`config.mk`:
```
export PLATFORM = sky130hd
export DESIGN_NAME = overwrite_fifo_keyed_drain_unit
export DESIGN_NICKNAME = d
export VERILOG_FILES = /design/src/sv/ofkd_pkg.sv /design/src/sv/ofkd_store.sv /design/src/sv/overwrite_fifo_keyed_drain_unit.sv
export SDC_FILE = /design/constraint.sdc
export NUM_CORES = 2
export LEC_CHECK = 0
export BUFFER_PORTS_ARGS = -buffer_cell sky130_fd_sc_hd__buf_4
export CORE_MARGIN = 10
export CORE_UTILIZATION = 25
export CTS_BUF_LIST = sky130_fd_sc_hd__clkbuf_8
export DETAILED_ROUTE_END_ITERATION = 10
export GPL_TIMING_DRIVEN = 0
export HOLD_SLACK_MARGIN = 0.08
export SLEW_MARGIN = 30
export SYNTH_ARGS = -nofsm -noshare
export SYNTH_HDL_FRONTEND = slang
export SYNTH_SLANG_ARGS = --single-unit
```
`constraint.sdc`:
```
create_clock -name aclk -period 18.1 [get_ports aclk]
set_input_delay 1.81 -clock aclk [delete_from_list [all_inputs] [get_ports aclk]]
set_output_delay 1.81 -clock aclk [all_outputs]
set_load 0.005 [all_outputs]
```
`src/sv/ofkd_pkg.sv`:
```
// shared constants and types for the overwrite fifo with keyed drain
// no dependencies; imported by the store, the top level and the checker
package ofkd_pkg;

    localparam int ID_W                = 32;
    localparam int CAP_W               = 7;
    localparam int DEFAULT_MAX_ENTRIES = 64;
    localparam logic [CAP_W-1:0] CAP_RESET = 7'd64;

    // operation codes carried on s_tuser
    localparam logic OP_ADD   = 1'b0;
    localparam logic OP_DRAIN = 1'b1;

    // one stored pair
    typedef struct packed {
        logic [ID_W-1:0] grp;
        logic [ID_W-1:0] obj;
    } entry_t;

endpackage

```
`src/sv/ofkd_store.sv`:
```
// pair storage: one write port, one read port with registered read data
// depends on ofkd_pkg for entry_t
module ofkd_store import ofkd_pkg::*; #(
    parameter int DEPTH = DEFAULT_MAX_ENTRIES,
    parameter int AW    = (DEPTH > 1) ? $clog2(DEPTH) : 1
) (
    input  logic          aclk,
    input  logic          wr_en,
    input  logic [AW-1:0] wr_addr,
    input  entry_t        wr_entry,
    input  logic [AW-1:0] rd_addr,
    output entry_t        rd_entry
);

    entry_t mem [DEPTH];

    always_ff @(posedge aclk) begin
        if (wr_en) begin
            mem[wr_addr] <= wr_entry;
        end
    end

    always_ff @(posedge aclk) begin
        rd_entry <= mem[rd_addr];
    end

endmodule

```
`src/sv/overwrite_fifo_keyed_drain_unit.sv`:
```
// overwrite fifo with keyed drain: an add's result is registered and appears the cycle after.
// drain walks held entries newest to oldest, one per cycle over the single store read port,
// stalling while the result register is full on a second match or on the last result.
// one add per cycle unless results stall; a drain blocks requests until its last result loads.
// reset (aresetn low, synchronous) empties the store and sets capacity to 64 at once;
// stored pairs are not cleared and no clearing pass is run.
module overwrite_fifo_keyed_drain_unit import ofkd_pkg::*; #(
    parameter int MAX_ENTRIES = DEFAULT_MAX_ENTRIES
) (
    input  logic              aclk,
    input  logic              aresetn,
    input  logic              cfg_wr_en,
    input  logic [CAP_W-1:0]  cfg_wr_data,   // capacity
    input  logic              s_tvalid,
    output logic              s_tready,
    input  logic [2*ID_W-1:0] s_tdata,       // [31:0] object_id, [63:32] group_id
    input  logic              s_tuser,       // [0] operation
    output logic              m_tvalid,
    input  logic              m_tready,
    output logic [ID_W-1:0]   m_tdata,       // [31:0] object_out
    output logic [1:0]        m_tuser,       // [0] found, [1] evicted
    output logic              m_tlast        // last
);

    localparam int AW = (MAX_ENTRIES > 1) ? $clog2(MAX_ENTRIES) : 1;
    localparam int CW = $clog2(MAX_ENTRIES + 1);
    localparam logic [AW-1:0] TOP_ADDR = AW'(MAX_ENTRIES - 1);

    localparam logic [1:0] ST_IDLE   = 2'd0;
    localparam logic [1:0] ST_SCAN   = 2'd1;
    localparam logic [1:0] ST_FINISH = 2'd2;

    function automatic logic [AW-1:0] ptr_inc(input logic [AW-1:0] p);
        return (p == TOP_ADDR) ? '0 : AW'(p + 1'b1);
    endfunction

    function automatic logic [AW-1:0] ptr_dec(input logic [AW-1:0] p);
        return (p == '0) ? TOP_ADDR : AW'(p - 1'b1);
    endfunction

    logic [1:0]       state_reg, state_next;
    logic [AW-1:0]    head_reg, head_next;
    logic [AW-1:0]    tail_reg, tail_next;
    logic [CW-1:0]    count_reg, count_next;
    logic [CAP_W-1:0] cap_reg, cap_next;
    logic [ID_W-1:0]  grp_reg, grp_next;
    logic [AW-1:0]    rp_reg, rp_next;
    logic [AW-1:0]    wp_reg, wp_next;
    logic [CW-1:0]    idx_reg, idx_next;
    logic [CW-1:0]    keep_reg, keep_next;
    logic             pend_valid_reg, pend_valid_next;
    logic [ID_W-1:0]  pend_obj_reg, pend_obj_next;
    logic             m_valid_reg, m_valid_next;
    logic [ID_W-1:0]  m_obj_reg, m_obj_next;
    logic             m_found_reg, m_found_next;
    logic             m_evict_reg, m_evict_next;
    logic             m_last_reg, m_last_next;

    logic             out_free, s_acc, in_op, match, stall, evict;
    logic [ID_W-1:0]  in_obj, in_grp;
    logic [CW-1:0]    eff_cap;
    logic             wr_en;
    logic [AW-1:0]    wr_addr, rd_addr;
    entry_t           wr_entry, rd_entry;

    ofkd_store #(
        .DEPTH (MAX_ENTRIES),
        .AW    (AW)
    ) u_store (
        .aclk     (aclk),
        .wr_en    (wr_en),
        .wr_addr  (wr_addr),
        .wr_entry (wr_entry),
        .rd_addr  (rd_addr),
        .rd_entry (rd_entry)
    );

    assign in_obj   = s_tdata[ID_W-1:0];
    assign in_grp   = s_tdata[2*ID_W-1:ID_W];
    assign in_op    = s_tuser;
    assign out_free = !m_valid_reg || m_tready;
    assign s_tready = (state_reg == ST_IDLE) && out_free;
    assign s_acc    = s_tvalid && s_tready;

    // capacity saturated into 1..MAX_ENTRIES
    always_comb begin
        if (cap_reg == '0) begin
            eff_cap = CW'(1);
        end else if (32'(cap_reg) > 32'(MAX_ENTRIES)) begin
            eff_cap = CW'(MAX_ENTRIES);
        end else begin
            eff_cap = CW'(cap_reg);
        end
    end

    assign evict = (count_reg >= eff_cap);
    assign match = (rd_entry.grp == grp_reg);
    // a second match can't move on until the result register can take the held one
    assign stall = match && pend_valid_reg && !out_free;

    always_comb begin
        state_next      = state_reg;
        head_next       = head_reg;
        tail_next       = tail_reg;
        count_next      = count_reg;
        cap_next        = cfg_wr_en ? cfg_wr_data : cap_reg;
        grp_next        = grp_reg;
        rp_next         = rp_reg;
        wp_next         = wp_reg;
        idx_next        = idx_reg;
        keep_next       = keep_reg;
        pend_valid_next = pend_valid_reg;
        pend_obj_next   = pend_obj_reg;
        m_valid_next    = m_tready ? 1'b0 : m_valid_reg;
        m_obj_next      = m_obj_reg;
        m_found_next    = m_found_reg;
        m_evict_next    = m_evict_reg;
        m_last_next     = m_last_reg;
        wr_en           = 1'b0;
        wr_addr         = tail_reg;
        wr_entry        = '{grp: in_grp, obj: in_obj};
        rd_addr         = rp_reg;

        case (state_reg)
            ST_IDLE: begin
                rd_addr = ptr_dec(tail_reg);
                if (s_acc) begin
                    if (in_op == OP_ADD) begin
                        wr_en     = 1'b1;
                        tail_next = ptr_inc(tail_reg);
                        if (evict) begin
                            head_next = ptr_inc(head_reg);
                        end else begin
                            count_next = CW'(count_reg + 1'b1);
                        end
                        m_valid_next = 1'b1;
                        m_obj_next   = '0;
                        m_found_next = 1'b0;
                        m_evict_next = evict;
                        m_last_next  = 1'b1;
                    end else if (count_reg == '0) begin
                        m_valid_next = 1'b1;
                        m_obj_next   = '0;
                        m_found_next = 1'b0;
                        m_evict_next = 1'b0;
                        m_last_next  = 1'b1;
                    end else begin
                        grp_next        = in_grp;
                        rp_next         = ptr_dec(tail_reg);
                        wp_next         = ptr_dec(tail_reg);
                        idx_next        = count_reg;
                        keep_next       = '0;
                        pend_valid_next = 1'b0;
                        state_next      = ST_SCAN;
                    end
                end
            end
            ST_SCAN: begin
                rd_addr = stall ? rp_reg : ptr_dec(rp_reg);
                if (!stall) begin
                    if (match) begin
                        if (pend_valid_reg) begin
                            m_valid_next = 1'b1;
                            m_obj_next   = pend_obj_reg;
                            m_found_next = 1'b1;
                            m_evict_next = 1'b0;
                            m_last_next  = 1'b0;
                        end
                        pend_valid_next = 1'b1;
                        pend_obj_next   = rd_entry.obj;
                    end else begin
                        // compact toward the newest end, order kept
                        wr_en     = 1'b1;
                        wr_addr   = wp_reg;
                        wr_entry  = rd_entry;
                        wp_next   = ptr_dec(wp_reg);
                        keep_next = CW'(keep_reg + 1'b1);
                    end
                    rp_next  = ptr_dec(rp_reg);
                    idx_next = CW'(idx_reg - 1'b1);
                    if (idx_reg == CW'(1)) begin
                        state_next = ST_FINISH;
                    end
                end
            end
            ST_FINISH: begin
                if (out_free) begin
                    m_valid_next    = 1'b1;
                    m_obj_next      = pend_valid_reg ? pend_obj_reg : '0;
                    m_found_next    = pend_valid_reg;
                    m_evict_next    = 1'b0;
                    m_last_next     = 1'b1;
                    pend_valid_next = 1'b0;
                    head_next       = ptr_inc(wp_reg);
                    count_next      = keep_reg;
                    state_next      = ST_IDLE;
                end
            end
            default: begin
                state_next = ST_IDLE;
            end
        endcase
    end

    always_ff @(posedge aclk) begin
        if (!aresetn) begin
            state_reg      <= ST_IDLE;
            head_reg       <= '0;
            tail_reg       <= '0;
            count_reg      <= '0;
            cap_reg        <= CAP_RESET;
            pend_valid_reg <= 1'b0;
            m_valid_reg    <= 1'b0;
        end else begin
            state_reg      <= state_next;
            head_reg       <= head_next;
            tail_reg       <= tail_next;
            count_reg      <= count_next;
            cap_reg        <= cap_next;
            pend_valid_reg <= pend_valid_next;
            m_valid_reg    <= m_valid_next;
        end
    end

    always_ff @(posedge aclk) begin
        grp_reg      <= grp_next;
        rp_reg       <= rp_next;
        wp_reg       <= wp_next;
        idx_reg      <= idx_next;
        keep_reg     <= keep_next;
        pend_obj_reg <= pend_obj_next;
        m_obj_reg    <= m_obj_next;
        m_found_reg  <= m_found_next;
        m_evict_reg  <= m_evict_next;
        m_last_reg   <= m_last_next;
    end

    assign m_tvalid = m_valid_reg;
    assign m_tdata  = m_obj_reg;
    assign m_tuser  = {m_evict_reg, m_found_reg};
    assign m_tlast  = m_last_reg;

endmodule

```
## Word level (Yosys, flattened, before mapping)

Memories as Yosys holds them, arrays and structs flattened. A register that Yosys moved wholly into a read port is not among the register bits.
Cells that the tools add are included.

| cells by class | value |
|---|---|
| add/sub/neg operators | 7 |
| multipliers | 0 |
| div/mod/pow operators | 0 |
| magnitude comparators | 2 |
| equal/unequal tests | 17 |
| shift-type cells | 0 |
| muxes and demuxes | 95 |
| bitwise gates (word level) | 3 |
| reductions and logical operators | 26 |

Operators by type and width:

| operator | count |
|---|---|
| $mux W32 | 8 |
| $mux W64 | 3 |
| $mux W7 | 15 |
| $pmux W32 S3 | 1 |
| $mux W6 | 13 |
| $pmux W7 S2 | 3 |
| $mux W1 | 36 |
| $pmux W6 S2 | 3 |
| $eq A32 B32 Y1 | 1 |
| $ne A2 B2 Y1 const B | 11 |
| $logic_not A6 Y1 | 3 |
| $sub A6 B1 Y6 const B | 3 |
| $pmux W1 S3 | 5 |
| $add A7 B1 Y7 const B | 2 |
| $logic_not A7 Y1 | 2 |
| $reduce_and A7 Y1 | 2 |
| $mux W2 | 6 |
| $reduce_and A6 Y1 | 2 |
| $reduce_and A5 Y1 | 2 |
| $reduce_and A4 Y1 | 2 |
| $eq A7 B1 Y1 const B | 1 |
| $ge A7 B7 Y1 | 1 |
| $gt A7 B7 Y1 const B | 1 |
| $sub A7 B1 Y7 const B | 1 |
| 15 further kinds | 23 |

| storage, ports and cells | value |
|---|---|
| flip-flop bits (word level) | 149 |
| bits in latches | 0 |
| RAM bits | 4096 |
| bits in read-only memories | 0 |
| input port bits | 77 |
| output and inout port bits | 37 |
| memories | 1 |

Memory list:

| memory | words | bits a word | rd ports | clocked after Yosys merged registers in | write ports | line | RTL |
|---|---|---|---|---|---|---|---|
| u_store.mem | 64 | 64 | 1 | 1 | 1 | ofkd_store.sv:15 | `entry_t mem [DEPTH];` |

## Logic depth before layout (Yosys ltp)

| depth | value |
|---|---|
| depth after elaboration | 8 |
| mapped depth | 19 |

## Cells and area by module

Synthesis repeated with hierarchy kept, for this count alone.

| unflattened totals | value |
|---|---|
| cells, all modules | 7440 |
| area, all modules | 164604.1 µm² |

Modules (own cells, without submodules):

| module | instances | cells an instance | area each (µm²) | sequential area each (µm²) |
|---|---|---|---|---|
| ofkd_store | 1 | 6812 | 156888.0 | 124279.2 |
| overwrite_fifo_keyed_drain_unit | 1 | 628 | 7716.2 | 4234.1 |

## Worst setup path before layout

Ideal clock, no wire load.

| timing | value |
|---|---|
| kind | in2reg |
| start point | in m_tready |
| end point | mem u_store.mem[40][0] (netlist bit), enable pin |
| arrival time | 5.731 ns |
| required time | 17.613 ns |
| path slack | 11.883 ns |
| cell stages on the path | 7 |
| path buffers | 1 |
| cells stage by stage | nor2b_1 -> clkbuf_1 -> nor2_1 -> nand2_1 -> o21ai_1 -> nand4_1 -> nor2_1 |

| on the way | value |
|---|---|
| longest elaborated chain between the ends | 7 |

RTL lines:

| what | line | RTL |
|---|---|---|
| start, declared | overwrite_fifo_keyed_drain_unit.sv:19 | `input logic m_tready,` |
| $logic_or A1 B1 Y1 | overwrite_fifo_keyed_drain_unit.sv:81 | `assign out_free = !m_valid_reg \|\| m_tready;` |
| $logic_and A1 B1 Y1 | overwrite_fifo_keyed_drain_unit.sv:82 | `assign s_tready = (state_reg == ST_IDLE) && out_free;` |
| named net s_tready | overwrite_fifo_keyed_drain_unit.sv:15 | `output logic s_tready,` |
| $logic_and A1 B1 Y1 | overwrite_fifo_keyed_drain_unit.sv:83 | `assign s_acc = s_tvalid && s_tready;` |
| $mux W1 | overwrite_fifo_keyed_drain_unit.sv:127 | `if (s_acc) begin` |
| $pmux W1 S2 | overwrite_fifo_keyed_drain_unit.sv:124 | `case (state_reg)` |
| $mux W1 | ofkd_store.sv:18 | `if (wr_en) begin` |
| $mux W1 (not written as such) | ofkd_store.sv:19 | `mem[wr_addr] <= wr_entry;` |
| end, declared | ofkd_store.sv:15 |  |

The timed path passes the listed nets, and every way through them passes these cells.

## Final worst setup path

| timing | value |
|---|---|
| start point | reg grp_reg[3] |
| end point | reg, netlist name u_store.rd_entry[53] |

| on the way | value |
|---|---|
| longest elaborated chain between the ends | 5 |

RTL lines:

| what | line | RTL |
|---|---|---|
| start, declared | overwrite_fifo_keyed_drain_unit.sv:46 | `logic [ID_W-1:0] grp_reg, grp_next;` |
| start signal, assigned | overwrite_fifo_keyed_drain_unit.sv:226 | `grp_reg <= grp_next;` |
| $eq A32 B32 Y1 | overwrite_fifo_keyed_drain_unit.sv:97 | `assign match = (rd_entry.grp == grp_reg);` |
| $logic_and A1 B1 Y1 (2 in a row) | overwrite_fifo_keyed_drain_unit.sv:99 | `assign stall = match && pend_valid_reg && !out_free;` |
| $mux W6 | - |  |
| $pmux W6 S2 | overwrite_fifo_keyed_drain_unit.sv:124 |  |

No other way between the ends.
A chain may end at the register's enable or synchronous reset.

==> results.sh <==
export IMPL_synth_mux_area_share_pct=5.94
export IMPL_crit_chain="xor2_1, nor4_1, and4_1, clkbuf_1, nand4_1, nand3_1, buf_4, buf_2, buf_2, buf_2, buf_2, mux2i_1, o221ai_1, o22ai_1, a211oi_1"
export IMPL_path_common_cell="buf_2"
export IMPL_fin_worst_skew_ns=0.143
export IMPL_place_gp_congestion=0.896
export IMPL_final_core_util_pct=30.1
export IMPL_fmax_mhz=115
export IMPL_clock_sinks=4309
export IMPL_drive_gt1_share_pct=15.9
export IMPL_dpl_hpwl_um=428000
export IMPL_drcViolationCount=0
export IMPL_async_flop_share_pct=0
export IMPL_regMostFlops="u_store.mem"
export IMPL_synth_area_per_cell_um2=15.3
export IMPL_critPathKind="register to register"
export IMPL_required_ns=19.06
export IMPL_synth_warnings=0
export IMPL_via_per_inst=5.03
export IMPL_hold_class="register to register"
export IMPL_fin_setup_tns_ns=0
export IMPL_gr_usage_met3_pct=4.49
export IMPL_timing_rr_end="u_store.rd_entry[53]"
export IMPL_row_count=302
export IMPL_place_inst=20512
export IMPL_cts_buffers=673
export IMPL_drt_wl_total_um=600000
export IMPL_synthFlopType="edfxtp_1"
export IMPL_ys_ff_latch=4309
export IMPL_dieArea_um2=710000
export IMPL_grt_pass1_wl_um=818000
export IMPL_layout_cells_non_filler=21776
export IMPL_grt_pass1_vias=103574
export IMPL_hold_viol=0
export IMPL_finalSetupViolations=0
export IMPL_die_h_um=843
export IMPL_die_width_um=843
export IMPL_cts_resized=0
export IMPL_first_iter_violations=17289
export IMPL_period_share_pct=48.1
export IMPL_yosys_area_share_adder_pct=0.163
export IMPL_clk_pin_slew_worst_paths_ns=0.06
export IMPL_cts_setup_buffers=0
export IMPL_io_pins=114
export IMPL_yosysMostFrequentCell="edfxtp_1"
export IMPL_powerDensity_nw_per_um2=119
export IMPL_start_util_pct=25.0
export IMPL_status="completed"
export IMPL_post_route_min_period_ns=8.70
export IMPL_dpl_cell_area_um2=191000
export IMPL_startpoint="grp_reg[3]"
export IMPL_worstRegToRegCells=15
export IMPL_end_kind="register"
export IMPL_dr_pass1_iters=8
export IMPL_avgRoutedWirePerCell_um=27.5
export IMPL_synth_area_leaders="edfxtp_1, nand2_1, mux2i_1"
export IMPL_syn_nets=11188
export IMPL_grt_use_met2_pct=23.9
export IMPL_area_growth_pct=20.2
export IMPL_worst_pin_slew_ns=1.16
export IMPL_reg2reg_from="grp_reg[3]"
export IMPL_drv_cap=0
export IMPL_synth_cell_types=72
export IMPL_yosys_top_cells_count="edfxtp_1, nand2_1, nand3_1"
export IMPL_core_um2=676000
export IMPL_crit_fanout=10
export IMPL_vias=109615
export IMPL_start_kind="register"
export IMPL_ant_nets=0
export IMPL_rsz0062_at_grt="false"
export IMPL_maxSlewHeadroom_pct=22.7
export IMPL_netlist_area_um2=169000
export IMPL_ctsHtreeMaxLevel=6
export IMPL_grt_busiest_layer="met2"
export IMPL_top_regs="u_store.mem: 4096 flops, u_store.rd_entry: 64 flops"
export IMPL_synth_edf_count=4221
export IMPL_synth_cells=11089
export IMPL_gr_total_overflow=0
export IMPL_synth_xor_area_share_pct=0.259
export IMPL_largest_reg_flops=4096
export IMPL_peakVddDrop_mv=0.0856
export IMPL_synth_compound_area_share_pct=6.69
export IMPL_ys_seq_area_share_pct=76.0
export IMPL_r2r_slack_ns=9.40
export IMPL_cts_tree="built"
export IMPL_port_buffers=112
export IMPL_stdcell_area_um2=203000
export IMPL_grt_util_met1_pct=20.6
export IMPL_synth_top_cell_area_share_pct=74.9
export IMPL_grt_total_usage_pct=15.9
export IMPL_synth_simple_area_share_pct=8.65
export IMPL_clock_latency_ns=1.29
export IMPL_ctsHoldBuffers=0
export IMPL_worstPathArrival_ns=9.66
export IMPL_critPathSlowestCell="buf_2"
export IMPL_grt_max_degree=65
export IMPL_max_stage_delay_ns=0.85
export IMPL_finalMaxSlewViolations=0
export IMPL_yosys_area_top_type="edfxtp_1"
export IMPL_nets=12319
export IMPL_clk_path_buf_depth=4
export IMPL_antenna_found_initial=62
export IMPL_p_leak_nw=67.7
export IMPL_p_total_mw=24.1
export IMPL_clk_root_buffer_cell="clkbuf_8"
export IMPL_endpoint="u_store.rd_entry[53]"
export IMPL_synth_top_family_by_area="simple AND/OR/NAND/NOR gates"
-- through the flow --
step | setup slack [ns] | hold WS [ns]
3_3_place_gp | 4.68 | 0.412
2_1_floorplan | 11.88 | 0.404
5_1_grt | 9.69 | 0.439
6_report | 9.40 | 0.417
3_5_place_dp | 9.61 | 0.423
4_1_cts | 9.74 | 0.416
-- cell families after synthesis --
family | after synthesis
flip-flops | 4309
AND/OR/NAND/NOR | 3458
AO/OA/AOI/OAI | 1552
buffers and inverters | 937
multiplexers | 761
XOR/XNOR | 50
adder cells (fa/ha/maj) | 22
-- worst max-delay path: cells and delay by family, from the launching register on --
family,cells,cell delay (ns)
buf+inv,6,3.65
simple gates,4,2.47
compound gates,3,1.27
flops,1,0.37
xor+xnor,1,0.28
mux,1,0.24
-- power breakdown --
| group | switching, mW | leakage, nW | internal [mW] |
|---|---|---|---|
| logic | 3.73 | 21.9 | 1.30 |
| clock network | 3.93 | 7.06 | 3.67 |
| registers | 0.141 | 38.7 | 11.4 |
| total | 7.80 | 67.7 | 16.3 |
-- cell type report --
cell class | count | area (um2)
diodes | 89 | 223
plain buffers | 741 | 3340
clock buffers | 700 | 9630
clock inverters | 474 | 2350
fillers | 66632 | 472000
inverters | 196 | 736
multi-input cells | 5843 | 38100
flip-flops and latches | 4309 | 129000
well taps | 8968 | 11200
repair buffers | 456 | 9360
-- how the worst min path moves through the flow --
stage | start | endpoint | depth (start not counted)
2_1_floorplan | u_store.rd_entry[0] | pend_obj_reg[0] | 0
3_3_place_gp | u_store.rd_entry[12] | pend_obj_reg[12] | 0
3_5_place_dp | u_store.rd_entry[26] | pend_obj_reg[26] | 0
4_1_cts | u_store.rd_entry[25] | pend_obj_reg[25] | 0
5_1_grt | u_store.rd_entry[25] | pend_obj_reg[25] | 0
6_report | u_store.rd_entry[15] | pend_obj_reg[15] | 0
-- metal layers --
layer	wire (um)	vias up
li1	-	45168
met3	74200	1361
met5	161	-
met2	261000	7497
met4	39300	22
met1	225000	55567
-- cell usage in the layout, fill, tap and decap left out, drive strengths merged, types with 85 or more instances in the layout --
cell type / synthesis / routed
inv: 196 / 488
a21oi: 176 / 176
o31ai: 88 / 88
dfxtp: 88 / 88
clkbuf: 415 / 1119
edfxtp: 4221 / 4221
nor2: 138 / 138
clkinv: 0 / 161
a32oi: 85 / 85
a311oi: 213 / 213
buf: 326 / 778
mux4: 188 / 188
nand3: 796 / 796
a211oi: 223 / 223
and3: 135 / 135
diode: 0 / 89
a31oi: 311 / 311
mux2i: 506 / 506
nand2: 2262 / 2262
No activity file was read; power rests on OpenSTA's default activity.
